--- src/hw/rtl/assert_macros.svh ---
// ---------------------------------------------------------------------------
// Assertion macros
// Shared concurrent assertion forms, clocked on clk and disabled in rst.
// ---------------------------------------------------------------------------
`ifndef ASSERT_MACROS_SVH
`define ASSERT_MACROS_SVH

// Condition holds at every clock edge out of reset.
`define ASSERT_ALWAYS(lbl, cond, msg) \
  lbl: assert property (@(posedge clk) disable iff (rst) (cond)) else $error(msg);

// Antecedent at one edge implies consequent at the next edge.
`define ASSERT_NEXT(lbl, ante, cons, msg) \
  lbl: assert property (@(posedge clk) disable iff (rst) (ante) |=> (cons)) else $error(msg);

`endif

--- src/hw/rtl/iida_pkg.sv ---
// ---------------------------------------------------------------------------
// Indexed insert/delete array package
// Command and status codes and the control bundle broadcast to the cells.
// ---------------------------------------------------------------------------
package iida_pkg;

  typedef enum logic [2:0] {
    OP_APPEND = 3'd0,
    OP_INSERT = 3'd1,
    OP_REMOVE = 3'd2,
    OP_GET    = 3'd3,
    OP_SET    = 3'd4
  } op_t;

  typedef enum logic [1:0] {
    ST_OK        = 2'd0,
    ST_BAD_INDEX = 2'd1,
    ST_FULL      = 2'd2
  } status_t;

  localparam int WORD_W = 32;
  localparam int OP_W   = 3;
  localparam int STAT_W = 2;

  // Row-wide control for one accepted request.
  typedef struct packed {
    logic ins;  // shift up from the target index, load the new word there
    logic rem;  // shift down from the target index
    logic wr;   // overwrite the word at the target index
  } cell_ctrl_t;

endpackage

--- src/hw/rtl/iida_cell.sv ---
// ---------------------------------------------------------------------------
// Array cell
// Holds one word; loads from its lower or upper neighbor or the new word.
// ---------------------------------------------------------------------------
module iida_cell #(
  parameter int CW  = 7,
  parameter int IDX = 0
) (
  input  logic                 clk,
  input  iida_pkg::cell_ctrl_t ctrl,
  input  logic [CW-1:0]        pos,
  input  logic signed [31:0]   elem,
  input  logic signed [31:0]   left,
  input  logic signed [31:0]   right,
  output logic signed [31:0]   word,
  output logic signed [31:0]   rd
);
  import iida_pkg::*;

  localparam logic [CW-1:0] MY_IDX = CW'(IDX);

  logic hit;
  logic above;

  assign hit   = (pos == MY_IDX);
  assign above = (MY_IDX > pos);

  always_ff @(posedge clk) begin
    if (ctrl.ins && above) begin
      word <= left;
    end else if ((ctrl.ins || ctrl.wr) && hit) begin
      word <= elem;
    end else if (ctrl.rem && (above || hit)) begin
      word <= right;
    end
  end

  // Drive the word onto the read bus only when addressed.
  assign rd = hit ? word : '0;

endmodule

--- config.mk ---
export PLATFORM = sky130hd
export DESIGN_NAME = iida_cell
export DESIGN_NICKNAME = d
export VERILOG_FILES = /design/src/hw/rtl/assert_macros.svh /design/src/hw/rtl/iida_pkg.sv /design/src/hw/rtl/iida_cell.sv
export SDC_FILE = /design/constraint.sdc
export NUM_CORES = 1
export LEC_CHECK = 0
export ABC_AREA = 1
export BUFFER_PORTS_ARGS = -buffer_cell sky130_fd_sc_hd__buf_4
export CORE_ASPECT_RATIO = 1.25
export CORE_MARGIN = 3
export CORE_UTILIZATION = 38
export CTS_BUF_LIST = sky130_fd_sc_hd__clkbuf_8
export DETAILED_ROUTE_END_ITERATION = 6
export GPL_TIMING_DRIVEN = 0
export PLACE_DENSITY_LB_ADDON = 0.3
export SYNTH_ARGS = -nofsm -noshare
export SYNTH_HDL_FRONTEND = slang
export SYNTH_SLANG_ARGS = --single-unit
export TNS_END_PERCENT = 5
--- constraint.sdc ---
create_clock -name clk -period 3.3 [get_ports clk]
set_input_delay 0.495 -clock clk [delete_from_list [all_inputs] [get_ports clk]]
set_output_delay 0.495 -clock clk [all_outputs]
set_load 0.1 [all_outputs]
Yosys cells after proc, flatten, opt, wreduce, memory -nomap -nowiden
Cells that the tools add are included.
Widths: inputs -> output; s select.
{"block": "totals", "regBits": 32, "wordCells": 13, "out_inout_bits": 64}
{"block": "op_classes", "reduce_logical": 7, "mux": 4, "order_cmp": 1}
{"op": "$mux 32", "count": 4}
{"op": "$gt 1x7->1 const A", "count": 1}
{"op": "$logic_not 7->1", "count": 1}
{"op": "$logic_and 1x1->1", "count": 3}
{"op": "$reduce_bool 3->1", "count": 1}
{"op": "$logic_or 1x1->1", "count": 2}

Depth between registers and ports, before layout
Gate-level depths: netlist of run 1.
{"block": "logic_depth", "word_depth": 6, "mapped_depth": 7, "depth_no_buf": 6}

Worst setup path after synthesis of run 1
Ideal clock, no wire load.
{"block": "synth_path", "path_kind": "register to output", "startpoint": "register word[0]", "endpoint": "output rd[0]", "required_time_ns": 2.805, "stages_incl_launch_ff": 3, "arrival_ns": 2.306, "setup_slack_ns": 0.499, "path_cell_list": "edfxtp_1 -> inv_1 -> nor2_1"}
{"block": "synth_via", "elab_chain_len": 1}
{"item": "start, declared", "line": "iida_cell.sv:15", "text": "output logic signed [31:0] word,"}
{"item": "start signal, assigned", "line": "iida_cell.sv:30", "text": "word <= left;"}
{"item": "start signal, assigned", "line": "iida_cell.sv:32", "text": "word <= elem;"}
{"item": "start signal, assigned", "line": "iida_cell.sv:34", "text": "word <= right;"}
{"item": "$mux 32", "line": "iida_cell.sv:39", "text": "assign rd = hit ? word : '0;"}
{"item": "end, declared", "line": "iida_cell.sv:16", "text": "output logic signed [31:0] rd"}
Every way passes these cells.

Worst setup path after layout of run 1
{"block": "layout_path", "startpoint": "input pos[6]", "endpoint": "output rd[13]"}
{"block": "layout_via", "elab_chain_len": 2}
{"item": "start, declared", "line": "iida_cell.sv:11", "text": "input logic [CW-1:0] pos,"}
{"item": "$logic_not 7->1", "line": "iida_cell.sv:25", "text": "assign hit = (pos == MY_IDX);"}
{"item": "$mux 32", "line": "iida_cell.sv:39"}
Every way passes these cells.

==> results of run 1 <==
==> metrics by stage <==
step | setup WS (ns) | hold slack [ns] | setup TNS, ns
2_1_floorplan | 0.499 | 0.674 | 0
3_3_place_gp | -0.222 | 0.758 | -7.08
3_5_place_dp | 1.09 | 0.761 | 0
4_1_cts | 1.09 | 0.470 | 0
5_1_grt | 1.02 | 0.470 | 0
6_report | 1.13 | 0.482 | 0
==> synthesized netlist by cell type <==
| library cell | count | area [um^2] |
|---|---|---|
| clkbuf_4 | 1 | 7.51 |
| buf_6 | 7 | 78.8 |
| nand2_1 | 69 | 259 |
| nor2_4 | 1 | 11.3 |
| inv_1 | 38 | 143 |
| buf_4 | 2 | 15.0 |
| buf_2 | 3 | 15.0 |
| nor2_1 | 39 | 146 |
| nand3_1 | 32 | 160 |
| inv_2 | 1 | 3.75 |
| edfxtp_1 | 32 | 961 |
| nand3_4 | 1 | 17.5 |
| or2_1 | 1 | 6.26 |
==> routing by layer <==
metal / global-route usage / vias up / share of wire
met1: 0.199 / 830 / 0.36
met4: 0.0705 / 0 / 0.021
met5: 0 / - / 0
met3: 0.0485 / 8 / 0.096
li1: - / 984 / -
met2: 0.319 / 92 / 0.52
==> cells in the final DEF, fill, tap and decap left out <==
cell	instances
buf_4	140
nand2_1	69
inv_1	40
nor2_1	38
nand3_1	32
edfxtp_1	32
buf_6	7
clkbuf_8	5
buf_2	3
nor2_4	2
or2_1	1
nand3_4	1
clkbuf_4	1
inv_2	1
clkinv_1	1
==> power breakdown <==
part | internal, mW | switching, mW | leakage (nW) | total (mW)
Clock | 0.140 | 0.125 | 0.0482 | 0.265
Combinational | 0.0730 | 0.0632 | 1.32 | 0.136
Sequential | 0.450 | 0.00123 | 0.288 | 0.452
Total | 0.663 | 0.190 | 1.66 | 0.853
==> path summary, 6_finish.rpt <==
path,from,end,slack [ns],depth (start not counted)
hold / removal,right[7],word[7]$_DFFE_PP_,0.48,3
setup / recovery,pos[6],rd[13],1.13,8
==> cells by family after synthesis <==
family	Yosys count	synth area share
simple gates	143	0.329
buf+inv	52	0.144
flops	32	0.527
==> final cells by class <==
type                       instances  share of cell area
timing repair buffer             138               0.343
sequential                        32               0.318
multi-input combinational        143               0.201
inverter                          39              0.0485
buffer                            13              0.0385
tap                               58              0.0240
clock buffer                       5              0.0228
clock inverter                     3             0.00373
==> worst min-delay path, delay by kind of cell <==
kind	cells	cell delay (ns)
and+or+nand+nor	2	0.08
buffers and inverters	1	0.07
==> flow_metrics.env, run 1 <==
export IMPL_critPathArrivalTime_ns=1.68
export IMPL_nFillCells=402
export IMPL_dp_hpwl_mm=4.15
export IMPL_wl_mm=5.12
export IMPL_cts_tree="yes"
export IMPL_cts_setup_buffers=0
export IMPL_start_util=0.403
export IMPL_regArea_um2=961
export IMPL_status="completed"
export IMPL_area_delta_synth_final_pct=65.6
export IMPL_multi_input_area_um2=608
export IMPL_largestRegisters="word (32)"
export IMPL_required_ns=2.80
export IMPL_cp_slowest_stage_delay_ns=0.30
export IMPL_worst_slew_pin_slew_ns=0.863
export IMPL_dpl_cell_count=423
export IMPL_grt_pass1_wl_mm=7.92
export IMPL_total_power_mw=0.853
export IMPL_yosys_warnings=0
export IMPL_min_path_type="in -> reg"
export IMPL_yosysSeqAreaShare=0.527
export IMPL_critPathTopFamily="buffers and inverters"
export IMPL_synth_cell_type_count=13
export IMPL_ant_nets=0
export IMPL_root_buffer="clkbuf_8"
export IMPL_path_max_fanout=10
export IMPL_drt_initial_drc_count=84
export IMPL_nets=479
export IMPL_drive_gt1_frac=0.429
export IMPL_fmax_mhz=461
export IMPL_track_usage=0.181
export IMPL_power_density_mw_per_mm2=282
export IMPL_drv_cap=0
export IMPL_die_area_mm2=0.00567
export IMPL_clock_sinks=32
export IMPL_dr_pass1_iters=4
export IMPL_postSynthCellCount=227
export IMPL_antenna_found_initial=0
export IMPL_syn_num_nets=334
export IMPL_vias=1914
export IMPL_ctsHoldBuffers=0
export IMPL_cts_resized=0
export IMPL_die_w_um=68.0
export IMPL_timing_final_hold_violations=0
export IMPL_period_needed_ns=2.17
export IMPL_largest_reg_flops=32
export IMPL_final_area_mm2=0.00302
export IMPL_cts_buffers=5
export IMPL_synth_area_per_cell_um2=8.04
export IMPL_period_share=0.658
export IMPL_grt_pass1_vias=1791
export IMPL_rsz0062_at_grt="no"
export IMPL_drc=0
export IMPL_row_count=27
export IMPL_avgRoutedWirePerCell_um=11.9
export IMPL_startpoint_type="input pin"
export IMPL_synthesis_area_mm2=0.00182
export IMPL_ios=171
export IMPL_clk_pin_slew_ns=0.06
export IMPL_cp_cell_sequence="buf_4 > nor2_1 > nand2_1 > nor2_4 > inv_2 > buf_6 > nor2_1 > buf_4"
export IMPL_core_area_mm2=0.00453
export IMPL_die_y_um=83.5
export IMPL_total_leakage_power_nw=1.66
export IMPL_slew_headroom=0.423
export IMPL_path_buf_inv=4
export IMPL_clk_path_buf_depth=2
export IMPL_vias_per_cell=4.44
export IMPL_grt_overflow_total=0
export IMPL_vdd_drop_max_uv=167
export IMPL_gp_congestion=0.743
export IMPL_setup_viol=0
export IMPL_criticalPathCategory="in -> out"
export IMPL_antennaDiodeCount=0
export IMPL_crit_path_end_kind="output port"
export IMPL_fin_util=0.667
export IMPL_postPlaceCellArea_mm2=0.00294
export IMPL_grt_max_degree=33
export IMPL_io_buffers=138
export IMPL_critPathSlowestCell="buf_4"
export IMPL_cts_htree_levels=2
export IMPL_synth_seq_cells=32
export IMPL_fin_cells=431
export IMPL_largest_register="word"
export IMPL_drv_slew=0
Note: power is estimated with default switching activity, not from simulation.
==> run 2, diff against run 1 <==
==> constraint.sdc (replaced) <==
create_clock -name clk -period 2.1 [get_ports clk]
set_input_delay 0.315 -clock clk [delete_from_list [all_inputs] [get_ports clk]]
set_output_delay 0.315 -clock clk [all_outputs]
set_load 0.1 [all_outputs]
==> run 2 against run 1 <==
  * First-iteration DRC count fell by 45%
  * Cell count stayed put
  * Combinational power is 61% higher
  * Core utilization is 2.0 points higher
  * Die area stayed put
  * Worst setup slack got worse by 0.84 ns
  * Critical path depth stayed put
  * Power up 60%
  * Sequential share of layout area decreased by 0.92 points
==> flow_metrics.env, run 2 (synthesis gave the netlist of run 1 again) <==
export IMPL_wl_met3_um=617
export IMPL_row_count=27
export IMPL_place_ws_ns=0.0389
export IMPL_vdd_drop_max_uv=320
export IMPL_wl_mm=5.39
export IMPL_nets=479
export IMPL_cts_tree="yes"
export IMPL_die_area_mm2=0.00567
export IMPL_grt_max_degree=33
export IMPL_path_buf_inv=4
export IMPL_critPathArrivalTime_ns=1.49
export IMPL_swShare=0.234
export IMPL_total_power_mw=1.36
export IMPL_clk_pin_slew_ns=0.06
export IMPL_drc=0
export IMPL_vias=1932
export IMPL_start_util=0.403
export IMPL_cts_buffers=5
export IMPL_total_leakage_power_nw=1.65
export IMPL_clk_path_buf_depth=2
export IMPL_grt_overflow_total=0
export IMPL_dp_hpwl_mm=4.40
export IMPL_largest_reg_flops=32
export IMPL_fin_cells=431
export IMPL_final_critical_path_setup_slack_ns=0.293
export IMPL_path_depth=8
export IMPL_largest_register="word"
export IMPL_crit_path_end_kind="output port"
export IMPL_setup_viol=0
export IMPL_startpoint_type="input pin"
export IMPL_cp_slowest_stage_delay_ns=0.29
export IMPL_drv_slew=0
export IMPL_rsz0062_at_grt="no"
export IMPL_required_ns=1.78
export IMPL_path_max_fanout=10
export IMPL_drive_gt1_frac=0.515
export IMPL_cp_cell_sequence="buf_4 > nor2_1 > nand2_1 > nor2_4 > inv_2 > buf_6 > nor2_2 > buf_4"
export IMPL_clock_sinks=32
export IMPL_wl_met1_mm=1.78
export IMPL_largestRegisters="word (32)"
export IMPL_cp_common_cell="buf_4"
export IMPL_period_needed_ns=1.81
export IMPL_avgRoutedWirePerCell_um=12.5
export IMPL_grt_pass1_wl_mm=8.18
export IMPL_ios=171
export IMPL_intPower_mw=1.04
export IMPL_antennaDiodeCount=0
export IMPL_period_share=0.860
export IMPL_status="completed"
export IMPL_gp_congestion=0.818
export IMPL_cts_htree_levels=2
export IMPL_seq_power_share=0.521
export IMPL_cts_resized=0
export IMPL_final_cell_mix="140 x buf_4, 69 x nand2_1, 40 x inv_1"
export IMPL_antenna_found_initial=0
export IMPL_critPathSlowestCell="buf_4"
export IMPL_cts_setup_buffers=0
export IMPL_drv_cap=0
export IMPL_min_path_type="in -> reg"
export IMPL_core_area_mm2=0.00453
export IMPL_drt_initial_drc_count=46
export IMPL_die_w_um=68.0
export IMPL_io_buffers=138
export IMPL_die_y_um=83.5
export IMPL_track_usage=0.191
export IMPL_power_density_mw_per_mm2=438
export IMPL_criticalPathCategory="in -> out"
export IMPL_root_buffer="clkbuf_8"
export IMPL_fin_hold_ws_ns=0.299
export IMPL_final_common_cell="buf_4"
export IMPL_nFillCells=370
export IMPL_dr_max_layer_used="met4"
export IMPL_timing_final_hold_violations=0
export IMPL_vias_per_cell=4.48
export IMPL_area_delta_synth_final_pct=70.5
export IMPL_ant_nets=0
export IMPL_hold_path_depth=3
export IMPL_worst_slew_pin_slew_ns=0.900
export IMPL_p_sw_mw=0.318
export IMPL_ctsHoldBuffers=0
export IMPL_power_frac_comb=0.161
export IMPL_slew_headroom=0.399
export IMPL_fmax_mhz=553
export IMPL_grt_pass1_vias=1819
export IMPL_p_clk_frac=0.318
export IMPL_dr_pass1_iters=4
export IMPL_critPathTopFamily="buffers and inverters"
export IMPL_dpl_cell_count=423
export IMPL_met2_length_mm=2.87
-- run 2: stage by stage --
| step | instance area, um^2 | utilization | TNS [ns] |
|---|---|---|---|
| floorplan | 1920 | - | -2.93 |
| global placement | 3030 | 0.668 | -14.84 |
| detailed placement | 3030 | 0.669 | 0 |
| CTS | 3110 | 0.687 | 0 |
| global route | 3110 | 0.687 | 0 |
| finish | 3110 | 0.687 | 0 |
-- run 2: final timing paths --
check     start                end  slack, ns
max      pos[6]             rd[18]       0.29
min    right[3]  word[3]$_DFFE_PP_       0.30
-- run 2: area by class of cell --
type                       instances  area [um^2]  share of cell area
buffer                            13          116              0.0374
clock buffer                       5         68.8              0.0221
clock inverter                     3         11.3             0.00362
inverter                          39          146              0.0471
multi-input combinational        143          698               0.224
sequential                        32          961               0.309
tap                               58         72.6              0.0233
timing repair buffer             138         1040               0.333
-- run 2: layer usage --
layer  global-route usage  vias up
li1                     -      983
met1                0.192      838
met2                0.344      101
met3               0.0620       10
met4               0.0778        0
met5                    0        -
-- run 2: power groups by stage --
stage	logic, mW	clock network (mW)	registers, mW
floorplan	0.0666	0	0.749
global placement	0.215	0	0.723
detailed placement	0.220	0	0.723
CTS	0.220	0.448	0.709
global route	0.236	0.477	0.709
finish	0.219	0.434	0.709
==> run 3, diff against run 2 <==
==> constraint.sdc (replaced) <==
create_clock -name clk -period 2.1 [get_ports clk]
set_input_delay 0.21 -clock clk [delete_from_list [all_inputs] [get_ports clk]]
set_output_delay 0.21 -clock clk [all_outputs]
set_load 0.1 [all_outputs]
==> run 3 against run 2 <==
  * Clock-buffer cell count stayed put
  * Critical path depth fell by 2
  * Global-route usage is 0.65 points lower
  * Cell count is the same
  * Die area is the same
  * Non-clock buffer count unchanged
  * Combinational power down 2%
==> flow_metrics.env, run 3 (synthesis gave the netlist of run 1 again) <==
export IMPL_status="completed"
export IMPL_grt_overflow_total=0
export IMPL_vias=1912
export IMPL_fmax_mhz=628
export IMPL_nFillCells=401
export IMPL_gp_congestion=0.791
export IMPL_drv_cap=0
export IMPL_cts_tree="yes"
export IMPL_dp_hpwl_mm=4.13
export IMPL_criticalPathCategory="in -> reg"
export IMPL_antennaDiodeCount=0
export IMPL_min_path_type="in -> reg"
export IMPL_total_power_mw=1.36
export IMPL_period_share=0.758
export IMPL_die_w_um=68.0
export IMPL_antenna_found_initial=0
export IMPL_drc=0
export IMPL_start_util=0.403
export IMPL_cts_setup_buffers=0
export IMPL_setup_viol=0
export IMPL_hold_start="right[9]"
export IMPL_cp_common_cell="nor2_4"
export IMPL_ant_nets=0
export IMPL_cts_htree_levels=2
export IMPL_hold_path_depth=3
export IMPL_largest_reg_flops=32
export IMPL_die_area_mm2=0.00567
export IMPL_hold_end="word[9]$_DFFE_PP_"
export IMPL_path_max_fanout=32
export IMPL_critPathSlowestCell="nor2_4"
export IMPL_grt_pass1_wl_mm=8.09
export IMPL_cts_buffers=5
export IMPL_cp_slowest_stage_delay_ns=0.68
export IMPL_fin_cells=431
export IMPL_ios=171
export IMPL_largest_register="word"
export IMPL_io_buffers=138
export IMPL_period_needed_ns=1.59
export IMPL_cts_resized=0
export IMPL_total_leakage_power_nw=1.66
export IMPL_grt_max_degree=33
export IMPL_slew_headroom=0.419
export IMPL_rsz0062_at_grt="no"
export IMPL_vdd_drop_max_uv=285
export IMPL_drt_initial_drc_count=87
export IMPL_critPathArrivalTime_ns=1.49
export IMPL_drv_slew=0
export IMPL_row_count=27
export IMPL_required_ns=2.00
export IMPL_fin_util=0.669
export IMPL_vias_per_cell=4.44
export IMPL_worst_slew_pin_slew_ns=0.869
export IMPL_wl_mm=5.15
export IMPL_avgRoutedWirePerCell_um=12.0
export IMPL_clk_path_buf_depth=2
export IMPL_ctsHoldBuffers=0
export IMPL_dr_pass1_iters=4
export IMPL_largestRegisters="word (32)"
export IMPL_fin_hold_ws_ns=0.190
export IMPL_track_usage=0.184
export IMPL_startpoint_type="input pin"
export IMPL_cp_cell_sequence="buf_4 > nor2_1 > nand2_1 > nor2_4 > inv_2 > nor2_4"
export IMPL_clk_pin_slew_ns=0.07
export IMPL_timing_final_hold_violations=0
export IMPL_final_cell_mix="140 x buf_4, 69 x nand2_1, 40 x inv_1"
export IMPL_grt_pass1_vias=1848
export IMPL_drive_gt1_frac=0.437
export IMPL_root_buffer="clkbuf_8"
export IMPL_die_y_um=83.5
export IMPL_crit_path_end_kind="flip-flop"
export IMPL_clock_sinks=32
export IMPL_core_area_mm2=0.00453
export IMPL_nets=479
export IMPL_finalSetupTns_ns=0
export IMPL_power_density_mw_per_mm2=448
export IMPL_final_common_cell="buf_4"
export IMPL_area_delta_synth_final_pct=66.0
export IMPL_dpl_cell_count=423
## run 3: cell count changes in the layout (fill, tap and decap cells not counted)
cell / previous run / this run
nor2_1: 6 / 35
nor2_2: 30 / 3
nor2_4: 4 / 2
## run 3: worst max path at each step
stage	startpoint	end	depth (start not counted)
after detailed placement	pos[6]	word[6]$_DFFE_PP_	6
final	pos[6]	word[20]$_DFFE_PP_	6
after global routing	pos[6]	word[19]$_DFFE_PP_	6
after floorplan	word[12]$_DFFE_PP_	rd[12]	2
after CTS	pos[6]	word[20]$_DFFE_PP_	6
after global placement	pos[6]	word[2]$_DFFE_PP_	6
## run 3: final cells by class
| class | instances | area, um^2 | area share |
|---|---|---|---|
| multi-input cells | 143 | 616 | 0.203 |
| clock buffers | 5 | 68.8 | 0.0227 |
| well taps | 58 | 72.6 | 0.0240 |
| inverters | 39 | 146 | 0.0483 |
| flip-flops and latches | 32 | 961 | 0.317 |
| repair buffers | 138 | 1040 | 0.342 |
| clock inverters | 3 | 11.3 | 0.00372 |
| plain buffers | 13 | 116 | 0.0384 |
## run 3: through the flow
step / instance area (um^2) / setup WS, ns
after floorplan: 1830 / -0.416
after global placement: 2940 / -1.05
after detailed placement: 2950 / 0.184
after CTS: 3030 / 0.462
after global routing: 3030 / 0.378
final: 3030 / 0.509
## run 3: power breakdown
group / switching (mW) / total (mW) / internal [mW]
Sequential: 0.00186 / 0.709 / 0.707
Combinational: 0.0997 / 0.215 / 0.115
Clock: 0.212 / 0.433 / 0.221
Total: 0.314 / 1.36 / 1.04
## run 3: critical path: cells and delay by family
kind | cells | cell delay [ns]
buffers and inverters | 2 | 0.23
AND/OR/NAND/NOR | 4 | 1.05
## run 3: routing by layer
layer	vias to the layer above	global-route usage	routed length, um
met4	0	0.0904	183
met1	823	0.200	1790
li1	986	-	-
met2	87	0.320	2740
met5	-	0	0
met3	16	0.0445	438
